### src/hw/rtl/grs_pkg.sv
package grs_pkg;

  localparam int unsigned GS_W  = 5;
  localparam int unsigned VAL_W = 32;

  typedef enum logic [1:0] {
    S_IDLE  = 2'b01,
    S_FLUSH = 2'b10
  } grs_state_e;

  typedef struct packed {
    logic push;
    logic pop;
  } grs_cmd_t;

  typedef struct packed {
    logic flush_req;
    logic can_read;
    logic last_pop;
    logic held_zero;
    logic held_full;
  } grs_sts_t;

endpackage

### src/hw/rtl/grs_if.sv
interface grs_in_if import grs_pkg::*; ();
  logic                    valid;
  logic                    ready;
  logic signed [VAL_W-1:0] value;
  logic                    list_end;

  modport source (output valid, value, list_end, input ready);
  modport sink   (input valid, value, list_end, output ready);
endinterface

interface grs_out_if import grs_pkg::*; ();
  logic                    valid;
  logic                    ready;
  logic signed [VAL_W-1:0] value_res;
  logic                    group_end;
  logic                    list_last;

  modport source (output valid, value_res, group_end, list_last, input ready);
  modport sink   (input valid, value_res, group_end, list_last, output ready);
endinterface

### src/hw/rtl/grs_ram.sv
module grs_ram #(
  parameter int unsigned WIDTH = 32,
  parameter int unsigned DEPTH = 16
) (
  input  logic                     clk_i,
  input  logic                     we_i,
  input  logic                     re_i,
  input  logic [$clog2(DEPTH)-1:0] addr_i,
  input  logic [WIDTH-1:0]         wdata_i,
  output logic [WIDTH-1:0]         rdata_o
);

  logic [WIDTH-1:0] mem [DEPTH];
  logic [WIDTH-1:0] rdata_q;

  always_ff @(posedge clk_i) begin
    if (we_i) begin
      mem[addr_i] <= wdata_i;
    end
    if (re_i) begin
      rdata_q <= mem[addr_i];
    end
  end

  assign rdata_o = rdata_q;

endmodule

### src/hw/rtl/grs_ctrl.sv
module grs_ctrl import grs_pkg::*; (
  input  logic     clk_i,
  input  logic     rst_ni,
  input  logic     in_valid_i,
  output logic     in_ready_o,
  input  grs_sts_t sts_i,
  output grs_cmd_t cmd_o
);

  grs_state_e state_q, state_d;

  always_comb begin
    state_d    = state_q;
    cmd_o      = '0;
    in_ready_o = (state_q == S_IDLE);
    case (state_q)
      S_IDLE: begin
        if (in_valid_i) begin
          cmd_o.push = 1'b1;
          if (sts_i.flush_req) begin
            state_d = S_FLUSH;
          end
        end
      end
      S_FLUSH: begin
        if (sts_i.can_read) begin
          cmd_o.pop = 1'b1;
          if (sts_i.last_pop) begin
            state_d = S_IDLE;
          end
        end
      end
      default: begin
        state_d = S_IDLE;
      end
    endcase
  end

  always_ff @(posedge clk_i or negedge rst_ni) begin
    if (!rst_ni) begin
      state_q <= S_IDLE;
    end else begin
      state_q <= state_d;
    end
  end

endmodule

### src/hw/rtl/grs_dp.sv
module grs_dp import grs_pkg::*; #(
  parameter int unsigned MAX_GROUP  = 16,
  parameter int unsigned DATA_WIDTH = 32
) (
  input  logic                    clk_i,
  input  logic                    rst_ni,
  input  logic                    cfg_we_i,
  input  logic [GS_W-1:0]         cfg_wdata_i,
  input  logic signed [VAL_W-1:0] value_i,
  input  logic                    list_end_i,
  input  grs_cmd_t                cmd_i,
  output grs_sts_t                sts_o,
  grs_out_if.source               out_o
);

  localparam int unsigned AW = $clog2(MAX_GROUP);
  localparam int unsigned CW = $clog2(MAX_GROUP + 1);
  localparam int unsigned EW = (CW > GS_W) ? CW : GS_W;

  typedef struct packed {
    logic [VAL_W-1:0] value;
    logic             group_end;
    logic             list_last;
  } res_t;

  logic [GS_W-1:0] group_size_q;
  logic [CW-1:0]   held_q, held_d, held_dec;
  logic            last_q;
  logic            rd_valid_q;
  logic            pend_ge_q, pend_ll_q;
  logic [1:0]      occ_q, occ_d, wr_slot;
  res_t            slot0_q, slot0_d, slot1_q, slot1_d, new_res;
  logic            out_pop;

  logic [EW-1:0]   gs_w, max_w, eff_w, held_inc_w;
  logic [AW-1:0]   ram_addr;
  logic [DATA_WIDTH-1:0] ram_rdata;

  // effective group size: 0 and 1 act as 1, large values clamp
  always_comb begin
    gs_w  = EW'(group_size_q);
    max_w = EW'(MAX_GROUP);
    if (gs_w <= EW'(1)) begin
      eff_w = EW'(1);
    end else if (gs_w > max_w) begin
      eff_w = max_w;
    end else begin
      eff_w = gs_w;
    end
    held_inc_w = EW'(held_q) + EW'(1);
  end

  assign held_dec = held_q - CW'(1);
  assign ram_addr = cmd_i.pop ? held_dec[AW-1:0] : held_q[AW-1:0];

  grs_ram #(
    .WIDTH (DATA_WIDTH),
    .DEPTH (MAX_GROUP)
  ) u_stack (
    .clk_i   (clk_i),
    .we_i    (cmd_i.push),
    .re_i    (cmd_i.pop),
    .addr_i  (ram_addr),
    .wdata_i (DATA_WIDTH'($unsigned(value_i))),
    .rdata_o (ram_rdata)
  );

  always_comb begin
    held_d = held_q;
    if (cmd_i.push) begin
      held_d = held_q + CW'(1);
    end else if (cmd_i.pop) begin
      held_d = held_dec;
    end
  end

  // two-entry output buffer, slot0 is the head
  assign out_pop = out_o.valid && out_o.ready;
  assign occ_d   = occ_q - {1'b0, out_pop} + {1'b0, rd_valid_q};
  assign wr_slot = occ_q - {1'b0, out_pop};

  always_comb begin
    new_res.value     = VAL_W'(ram_rdata);
    new_res.group_end = pend_ge_q;
    new_res.list_last = pend_ll_q;
    slot0_d = slot0_q;
    slot1_d = slot1_q;
    if (out_pop) begin
      slot0_d = slot1_q;
    end
    if (rd_valid_q) begin
      if (wr_slot == 2'd0) begin
        slot0_d = new_res;
      end else begin
        slot1_d = new_res;
      end
    end
  end

  always_comb begin
    sts_o.flush_req = (held_inc_w >= eff_w) || list_end_i;
    sts_o.can_read  = (occ_d < 2'd2);
    sts_o.last_pop  = (held_q == CW'(1));
    sts_o.held_zero = (held_q == '0);
    sts_o.held_full = (held_q == CW'(MAX_GROUP));
  end

  always_ff @(posedge clk_i or negedge rst_ni) begin
    if (!rst_ni) begin
      group_size_q <= GS_W'(1);
      held_q       <= '0;
      last_q       <= 1'b0;
      rd_valid_q   <= 1'b0;
      pend_ge_q    <= 1'b0;
      pend_ll_q    <= 1'b0;
      occ_q        <= '0;
    end else begin
      if (cfg_we_i) begin
        group_size_q <= cfg_wdata_i;
      end
      held_q     <= held_d;
      rd_valid_q <= cmd_i.pop;
      if (cmd_i.push) begin
        last_q <= list_end_i;
      end
      if (cmd_i.pop) begin
        pend_ge_q <= sts_o.last_pop;
        pend_ll_q <= sts_o.last_pop && last_q;
      end
      occ_q <= occ_d;
    end
  end

  always_ff @(posedge clk_i) begin
    slot0_q <= slot0_d;
    slot1_q <= slot1_d;
  end

  assign out_o.valid     = (occ_q != 2'd0);
  assign out_o.value_res = $signed(slot0_q.value);
  assign out_o.group_end = slot0_q.group_end;
  assign out_o.list_last = slot0_q.list_last;

endmodule

### src/hw/rtl/group_reverse_stream.sv
// group_reverse_stream
// Reverses a stream of values in groups of group_size.
// in_i  (valid/ready): one value per transaction, list_end on the final one.
// out_o (valid/ready): value_res, group_end on the last value of a group,
//   list_last on the final value of the whole list.
// cfg_we_i/cfg_wdata_i: writes group_size (0 or 1 = pass through, above
//   MAX_GROUP acts as MAX_GROUP). Write only while the block is idle.
// Each input transaction is a push onto the stack RAM.
// A full group or list end starts a flush: one stack read per cycle
// while the output buffer has room, input ready low meanwhile. The
// single-port stack RAM never does a push and a pop at once.
// A two-entry output buffer sits after the RAM; input is taken again as
// soon as all reads are issued, while results still drain.
// When out_o stalls the flush pauses once the buffer is full; nothing is lost.
// Reset: stack empty, group_size = 1, no output pending.
module group_reverse_stream import grs_pkg::*; #(
  parameter int unsigned MAX_GROUP  = 16,
  parameter int unsigned DATA_WIDTH = 32
) (
  input  logic            clk_i,
  input  logic            rst_ni,
  input  logic            cfg_we_i,
  input  logic [GS_W-1:0] cfg_wdata_i,
  grs_in_if.sink          in_i,
  grs_out_if.source       out_o
);

  grs_cmd_t cmd;
  grs_sts_t sts;
  logic     in_ready;

  assign in_i.ready = in_ready;

  grs_ctrl u_ctrl (
    .clk_i      (clk_i),
    .rst_ni     (rst_ni),
    .in_valid_i (in_i.valid),
    .in_ready_o (in_ready),
    .sts_i      (sts),
    .cmd_o      (cmd)
  );

  grs_dp #(
    .MAX_GROUP  (MAX_GROUP),
    .DATA_WIDTH (DATA_WIDTH)
  ) u_dp (
    .clk_i       (clk_i),
    .rst_ni      (rst_ni),
    .cfg_we_i    (cfg_we_i),
    .cfg_wdata_i (cfg_wdata_i),
    .value_i     (in_i.value),
    .list_end_i  (in_i.list_end),
    .cmd_i       (cmd),
    .sts_o       (sts),
    .out_o       (out_o)
  );

  a_flush_blocks_input: assert property (@(posedge clk_i) disable iff (!rst_ni)
    (in_i.valid && in_i.ready && sts.flush_req) |=> !in_i.ready)
    else $error("input accepted right after a flushing transaction");

  a_no_pop_empty: assert property (@(posedge clk_i) disable iff (!rst_ni)
    cmd.pop |-> !sts.held_zero)
    else $error("stack pop while empty");

  a_no_push_full: assert property (@(posedge clk_i) disable iff (!rst_ni)
    cmd.push |-> !sts.held_full)
    else $error("stack push while full");

  a_last_ends_group: assert property (@(posedge clk_i) disable iff (!rst_ni)
    (out_o.valid && out_o.list_last) |-> out_o.group_end)
    else $error("list_last without group_end");

endmodule

### src/flat_wrapper.sv
// flat-port wrapper written by rule: the top's interface ports become plain ports
module group_reverse_stream_flat import grs_pkg::*;
#(
  parameter int unsigned MAX_GROUP  = 16,
  parameter int unsigned DATA_WIDTH = 32
)
  (clk_i, rst_ni, cfg_we_i, cfg_wdata_i, in_i_valid, in_i_value, in_i_list_end, in_i_ready, out_o_valid, out_o_value_res, out_o_group_end, out_o_list_last, out_o_ready);
  grs_in_if in_i_i ();
  grs_out_if out_o_i ();
  input  logic clk_i;
  input  logic rst_ni;
  input  logic cfg_we_i;
  input  logic [GS_W-1:0] cfg_wdata_i;
  input wire logic [$bits(in_i_i.valid)-1:0] in_i_valid;
  input wire logic [$bits(in_i_i.value)-1:0] in_i_value;
  input wire logic [$bits(in_i_i.list_end)-1:0] in_i_list_end;
  output wire logic [$bits(in_i_i.ready)-1:0] in_i_ready;
  output wire logic [$bits(out_o_i.valid)-1:0] out_o_valid;
  output wire logic [$bits(out_o_i.value_res)-1:0] out_o_value_res;
  output wire logic [$bits(out_o_i.group_end)-1:0] out_o_group_end;
  output wire logic [$bits(out_o_i.list_last)-1:0] out_o_list_last;
  input wire logic [$bits(out_o_i.ready)-1:0] out_o_ready;
  assign in_i_i.valid = in_i_valid;
  assign in_i_i.value = in_i_value;
  assign in_i_i.list_end = in_i_list_end;
  assign in_i_ready = in_i_i.ready;
  assign out_o_valid = out_o_i.valid;
  assign out_o_value_res = out_o_i.value_res;
  assign out_o_group_end = out_o_i.group_end;
  assign out_o_list_last = out_o_i.list_last;
  assign out_o_i.ready = out_o_ready;
  group_reverse_stream #(.MAX_GROUP(MAX_GROUP), .DATA_WIDTH(DATA_WIDTH)) u_core (.clk_i(clk_i), .rst_ni(rst_ni), .cfg_we_i(cfg_we_i), .cfg_wdata_i(cfg_wdata_i), .in_i(in_i_i), .out_o(out_o_i));
endmodule
### config.mk
export PLATFORM = sky130hd
export DESIGN_NAME = group_reverse_stream_flat
export DESIGN_NICKNAME = d
export VERILOG_FILES = /design/src/hw/rtl/grs_pkg.sv /design/src/hw/rtl/grs_if.sv /design/src/hw/rtl/grs_ram.sv /design/src/hw/rtl/grs_ctrl.sv /design/src/hw/rtl/grs_dp.sv /design/src/hw/rtl/group_reverse_stream.sv /design/src/flat_wrapper.sv
export SDC_FILE = /design/constraint.sdc
export NUM_CORES = 1
export LEC_CHECK = 0
export ABC_AREA = 1
export BUFFER_PORTS_ARGS = -buffer_cell sky130_fd_sc_hd__buf_4
export CAP_MARGIN = 0
export CORE_AREA = 2 2 146 290
export CTS_BUF_LIST = sky130_fd_sc_hd__clkbuf_16
export CTS_CLUSTER_DIAMETER = 60
export CTS_CLUSTER_SIZE = 20
export DETAILED_ROUTE_END_ITERATION = 7
export DIE_AREA = 0 0 148 292
export HOLD_SLACK_MARGIN = 0.03
export PLACE_DENSITY = 0.84
export SYNTH_ARGS = -nofsm -noshare
export SYNTH_HDL_FRONTEND = slang
export SYNTH_HIERARCHICAL = 1
export SYNTH_SLANG_ARGS = --single-unit
export TNS_END_PERCENT = 1
### constraint.sdc
create_clock -name clk_i -period 10.8 [get_ports clk_i]
set_clock_uncertainty 0.1 [all_clocks]
set_input_delay 2.16 -clock clk_i [delete_from_list [all_inputs] [get_ports clk_i]]
set_output_delay 2.16 -clock clk_i [all_outputs]
set_load 0.05 [all_outputs]
# After elaboration in Yosys (flattened, before gate mapping)
# Memory sizes are Yosys's and may differ from the RTL's. A register that Yosys moved wholly into a read port is not among the register bits.
# Cells that the tools add are included.
word_totals:
  reg_bits: 86
  ram_bits: 512
  input_bits: 43
  n_memories: 1
op_classes:
  add_sub_neg: 4
  n_lt_le_gt_ge: 4
  n_eq_ne: 7
  muxes: 19
  bitwise_logic: 1
  reduce_logical: 8
mem_list:
  columns: ["name", "words", "width", "read_ports", "rd_clocked_by_memory_dff", "write_ports", "line", "source"]
  rows:
  - ["u_core.u_dp.u_stack.mem", 16, 32, 1, 1, 1, "grs_ram.sv:13", "logic [WIDTH-1:0] mem [DEPTH];"]
op_table:
  columns: ["operator", "n"]
  rows:
  - ["34-bit 2-to-1 mux", 3]
  - ["5-bit 2-to-1 mux", 4]
  - ["2-bit 2-to-1 mux", 4]
  - ["1-bit 2-to-1 mux", 6]
  - ["5-bit by 1-bit adder with 5-bit output, second input constant", 1]
  - ["5-bit by 1-bit == test with 1-bit output, second input constant", 1]
  - ["5-bit greater-or-equal comparator", 1]
  - ["5-bit > comparator, second input constant", 1]
  - ["5-bit by 1-bit less-or-equal comparator with 1-bit output, second input constant", 1]
  - ["5-bit by 1-bit subtractor with 5-bit output, second input constant", 1]
  - ["4-bit 2-to-1 mux", 1]
  - ["2-bit by 1-bit inequality test with 1-bit output, second input constant", 2]
  - ["2-bit inequality test, second input constant", 2]
  - ["2-bit one-hot mux with 2 select lines", 1]
  - ["4-bit AND reduction", 1]
  - ["2-bit nonzero test", 2]
  - ["2-bit by 1-bit adder with 2-bit output", 1]
  - ["2-bit by 1-bit == test with 1-bit output, second input constant", 1]
  - ["2-bit == test, second input constant", 1]
  - ["1-bit logical AND", 2]
  - ["2-bit logical NOT", 1]
  - ["2-bit < comparator, second input constant", 1]
  - ["2-bit AND reduction", 1]
  - ["2-bit by 1-bit subtractor with 2-bit output", 1]
  - ["2 further kinds", 2]

# Logic depth before layout (Yosys ltp)
logic_depth:
  ltp_word: 9
  mapped_depth: 25

# Cells and area by module
# The synthesis kept the hierarchy.
by_module_without_submodules:
  columns: ["module", "instances", "cells_each", "area_each_um2", "seq_area_each_um2"]
  rows:
  - ["grs_ram", 1, 2113, 22534.1, 16335.7]
  - ["grs_dp", 1, 430, 3679.8, 2103.3]
  - ["grs_ctrl", 1, 19, 122.6, 51.3]

# Worst setup path after synthesis
# No wires, ideal clock.
synth_path:
  path_type: "input to register"
  from: "input out_o_ready"
  to: "memory u_core.u_dp.u_stack.mem[0][0] (enable)"
  setup_ns: 0.421
  arrival_time_ns: 7.406
  required_ns: 10.279
  path_slack_ns: 2.873
  stages: 17
  path_cell_list: "nand2_4 > inv_4 > buf_4 > ha_1 > inv_1 > ha_1 > xor2_1 > inv_1 > nor2_1 > clkbuf_2 > inv_1 > o21ai_0 > inv_1 > nor2_1 > buf_2 > inv_1 > nor2_1"
synth_rtl:
  columns: ["element", "line", "source"]
  rows:
  - ["from (decl)", "flat_wrapper.sv:22", "input wire logic [$bits(out_o_i.ready)-1:0] out_o_ready;"]
  - ["to (decl)", "grs_ram.sv:13", null]

==> out/qor.yml <==
floorplanning:
  ioPinCount: 79
  core_um2: 41000
  fp.dieW_um: 148
  start_util: 0.642
  die_area_um2: 43200
  die_height_um: 292
  row_count: 105
synth:
  syn-num-nets: 2612
  synthCells: 2558
  yosysWarnings: 6
  syn-cell-area_um2: 26300
  syn_avg_cell_area_um2: 10.3
cts:
  holdBufCountCts: 0
  cts_sinks: 630
  cts_buffer_depth: 3
  cts_root_buffer: "clkbuf_16"
  cts_setup_buffers: 0
  cts_resized: 0
  cts_made_buffers: 37
  htreeDepth: 2
  clkTransAtPathRegs_ps: 80
  insertion_delay_ps: 550
  cts_tree: "yes"
setup_path:
  start_kind: "input pin"
  critPathMaxFanout: 67
  cp_top_family: "simple AND/OR/NAND/NOR gates"
  cp_data_arrival_time_ps: 7740
  r2r_slack_ps: 4250
  end_kind: "flip-flop"
  worstSetupPathType: "input pin to flip-flop"
  cpMostUsedCell: "buf_4"
  worst_ep_required_time_ps: 10860
  cp_slowest_cell: "nor2_4"
  worstPathCellList: "buf_4 > nand2_4 > inv_4 > ha_1 > inv_1 > ha_1 > xor2_1 > inv_1 > nor2_4 > nand2_1 > o21ai_0 > clkinv_2 > buf_4 > clkinv_2 > buf_4 > nand3_1 > nor2_4"
  cp.buffers_inverters: 8
  slowest_delay_ps: 1060
outcome:
  status: "finished, final reports clean"
final_layout:
  nNetsFinal: 2631
  final_util: 0.685
  area_delta_synth_final_pct: 6.72
  diodes: 0
  final_layout_size_suffix_gt1_frac: 0.0660
global_routing:
  antenna_found_initial: 0
  track_usage: 0.268
  grt-ovfl-total: 0
  grt_max_degree: 100
  grt_pass1_wl_um: 89700
  grt_pass1_vias: 17500
sta:
  rsz0062_at_grt: "no"
  hold_violations: 0
  fmax_mhz: 130
  maxSlewHeadroom: 0.108
  fin_crit_sh: 0.711
  worst_pin_slew_ps: 1340
  setup_tns_ps: 0
  finalCriticalPeriod_ps: 7680
  slew_violations: 0
  finalSetupViolCount: 0
power:
  power_density_nw_per_um2: 270
  ir_worst_vdd_mv: 0.177
  p_leak_uw: 0.0120
placed_design:
  portBuffers: 78
  finalWeightedCongestion: 0.800
  dp_hpwl_um: 34400
job:
  cap_violations: 0
detailed_routing:
  drtIter0Drc: 1703
  vias_per_cell: 5.56
  via_count: 17400
  drt-pass1-iter-count: 5
  drcViolationCount: 0
  antenna_left: 0
  routed_wl_um: 57700
  wl_per_cell_um: 18.5
min_path:
  holdCritPathClass: "flip-flop to flip-flop"
[power by group]
part / total, uW / internal [uW] / switching, uW
clock: 1360 / 623 / 735
combinational: 3130 / 811 / 2320
sequential: 3090 / 2980 / 111
total: 7590 / 4420 / 3170
[final timing paths]
kind | end | from | cells after the start
max in group asynchronous | u_core/u_ctrl/state_q[0] | rst_ni | 1
min | u_core/u_dp/slot1_q[4] | u_core/u_dp/u_stack/rdata_o[2] | 0
max reg2reg | u_core/u_dp/u_stack/mem[5][14] | u_core/u_dp/occ_q[1] | 18
max | u_core/u_dp/u_stack/mem[5][14] | out_o_ready | 17
min in group asynchronous | u_core/u_dp/group_size_q[2] | rst_ni | 1
min reg2reg | u_core/u_dp/slot1_q[4] | u_core/u_dp/u_stack/rdata_o[2] | 0
[flip-flops by register name (all words and copies together) (netlist names)]
register / cells
u_core/u_dp/out_o.value_res: 32
u_core/u_dp/group_size_q: 5
u_core/u_dp/out_o.list_last: 1
u_core/u_dp/last_q: 1
u_core/u_dp/slot1_q: 34
u_core/u_dp/rd_valid_q: 1
u_core/u_dp/pend_ge_q: 1
u_core/u_dp/u_stack/rdata_o: 32
u_core/u_dp/pend_ll_q: 1
u_core/u_dp/out_o.group_end: 1
u_core/u_dp/u_stack/mem: 512
u_core/u_dp/held_q: 5
u_core/u_dp/occ_q: 2
u_core/u_ctrl/state_q: 2
[metal layers]
metal,up-vias,share of wire,GRT usage
met5,-,0,0
met4,0,0.055,0.146
met3,185,0.068,0.0341
met2,814,0.53,0.485
met1,8172,0.35,0.303
li1,8195,-,-
[cells in the final DEF, fill, tap and decap left out, drive strengths merged]
| cell type | instances |
|---|---|
| buf | 98 |
| a21oi | 3 |
| nand4 | 2 |
| edfxtp | 578 |
| inv | 114 |
| dfrtp | 16 |
| nand2 | 1591 |
| o21ai | 16 |
| xnor2 | 1 |
| dfxtp | 34 |
| clkbuf | 37 |
| xor2 | 5 |
| ha | 11 |
| dfstp | 2 |
| clkinv | 2 |
| nor2 | 33 |
| nand3 | 46 |
[cell type report]
cell class	count	area (um^2)
Sequential cell	630	18500
Fill cell	2792	12900
Multi-Input combinational cell	1708	6800
Clock buffer	37	926
Timing Repair Buffer	98	736
Tap cell	535	669
Inverter	102	393
Clock inverter	14	70.1
[per-stage QoR]
step           setup WS (ps)  cell area (um^2)  hold WS [ps]  power, uW  instances
2_1_floorplan           2870             26300           327       5490       2558
3_3_place_gp            2800             27100           332       6100       3073
3_5_place_dp            2670             27100           334       6220       3073
4_1_cts                 3160             28100           347       7570       3124
5_1_grt                 2730             28100           363       8050       3124
6_report                3120             28100           351       7590       3124
Power figures use the tool's default switching activity.
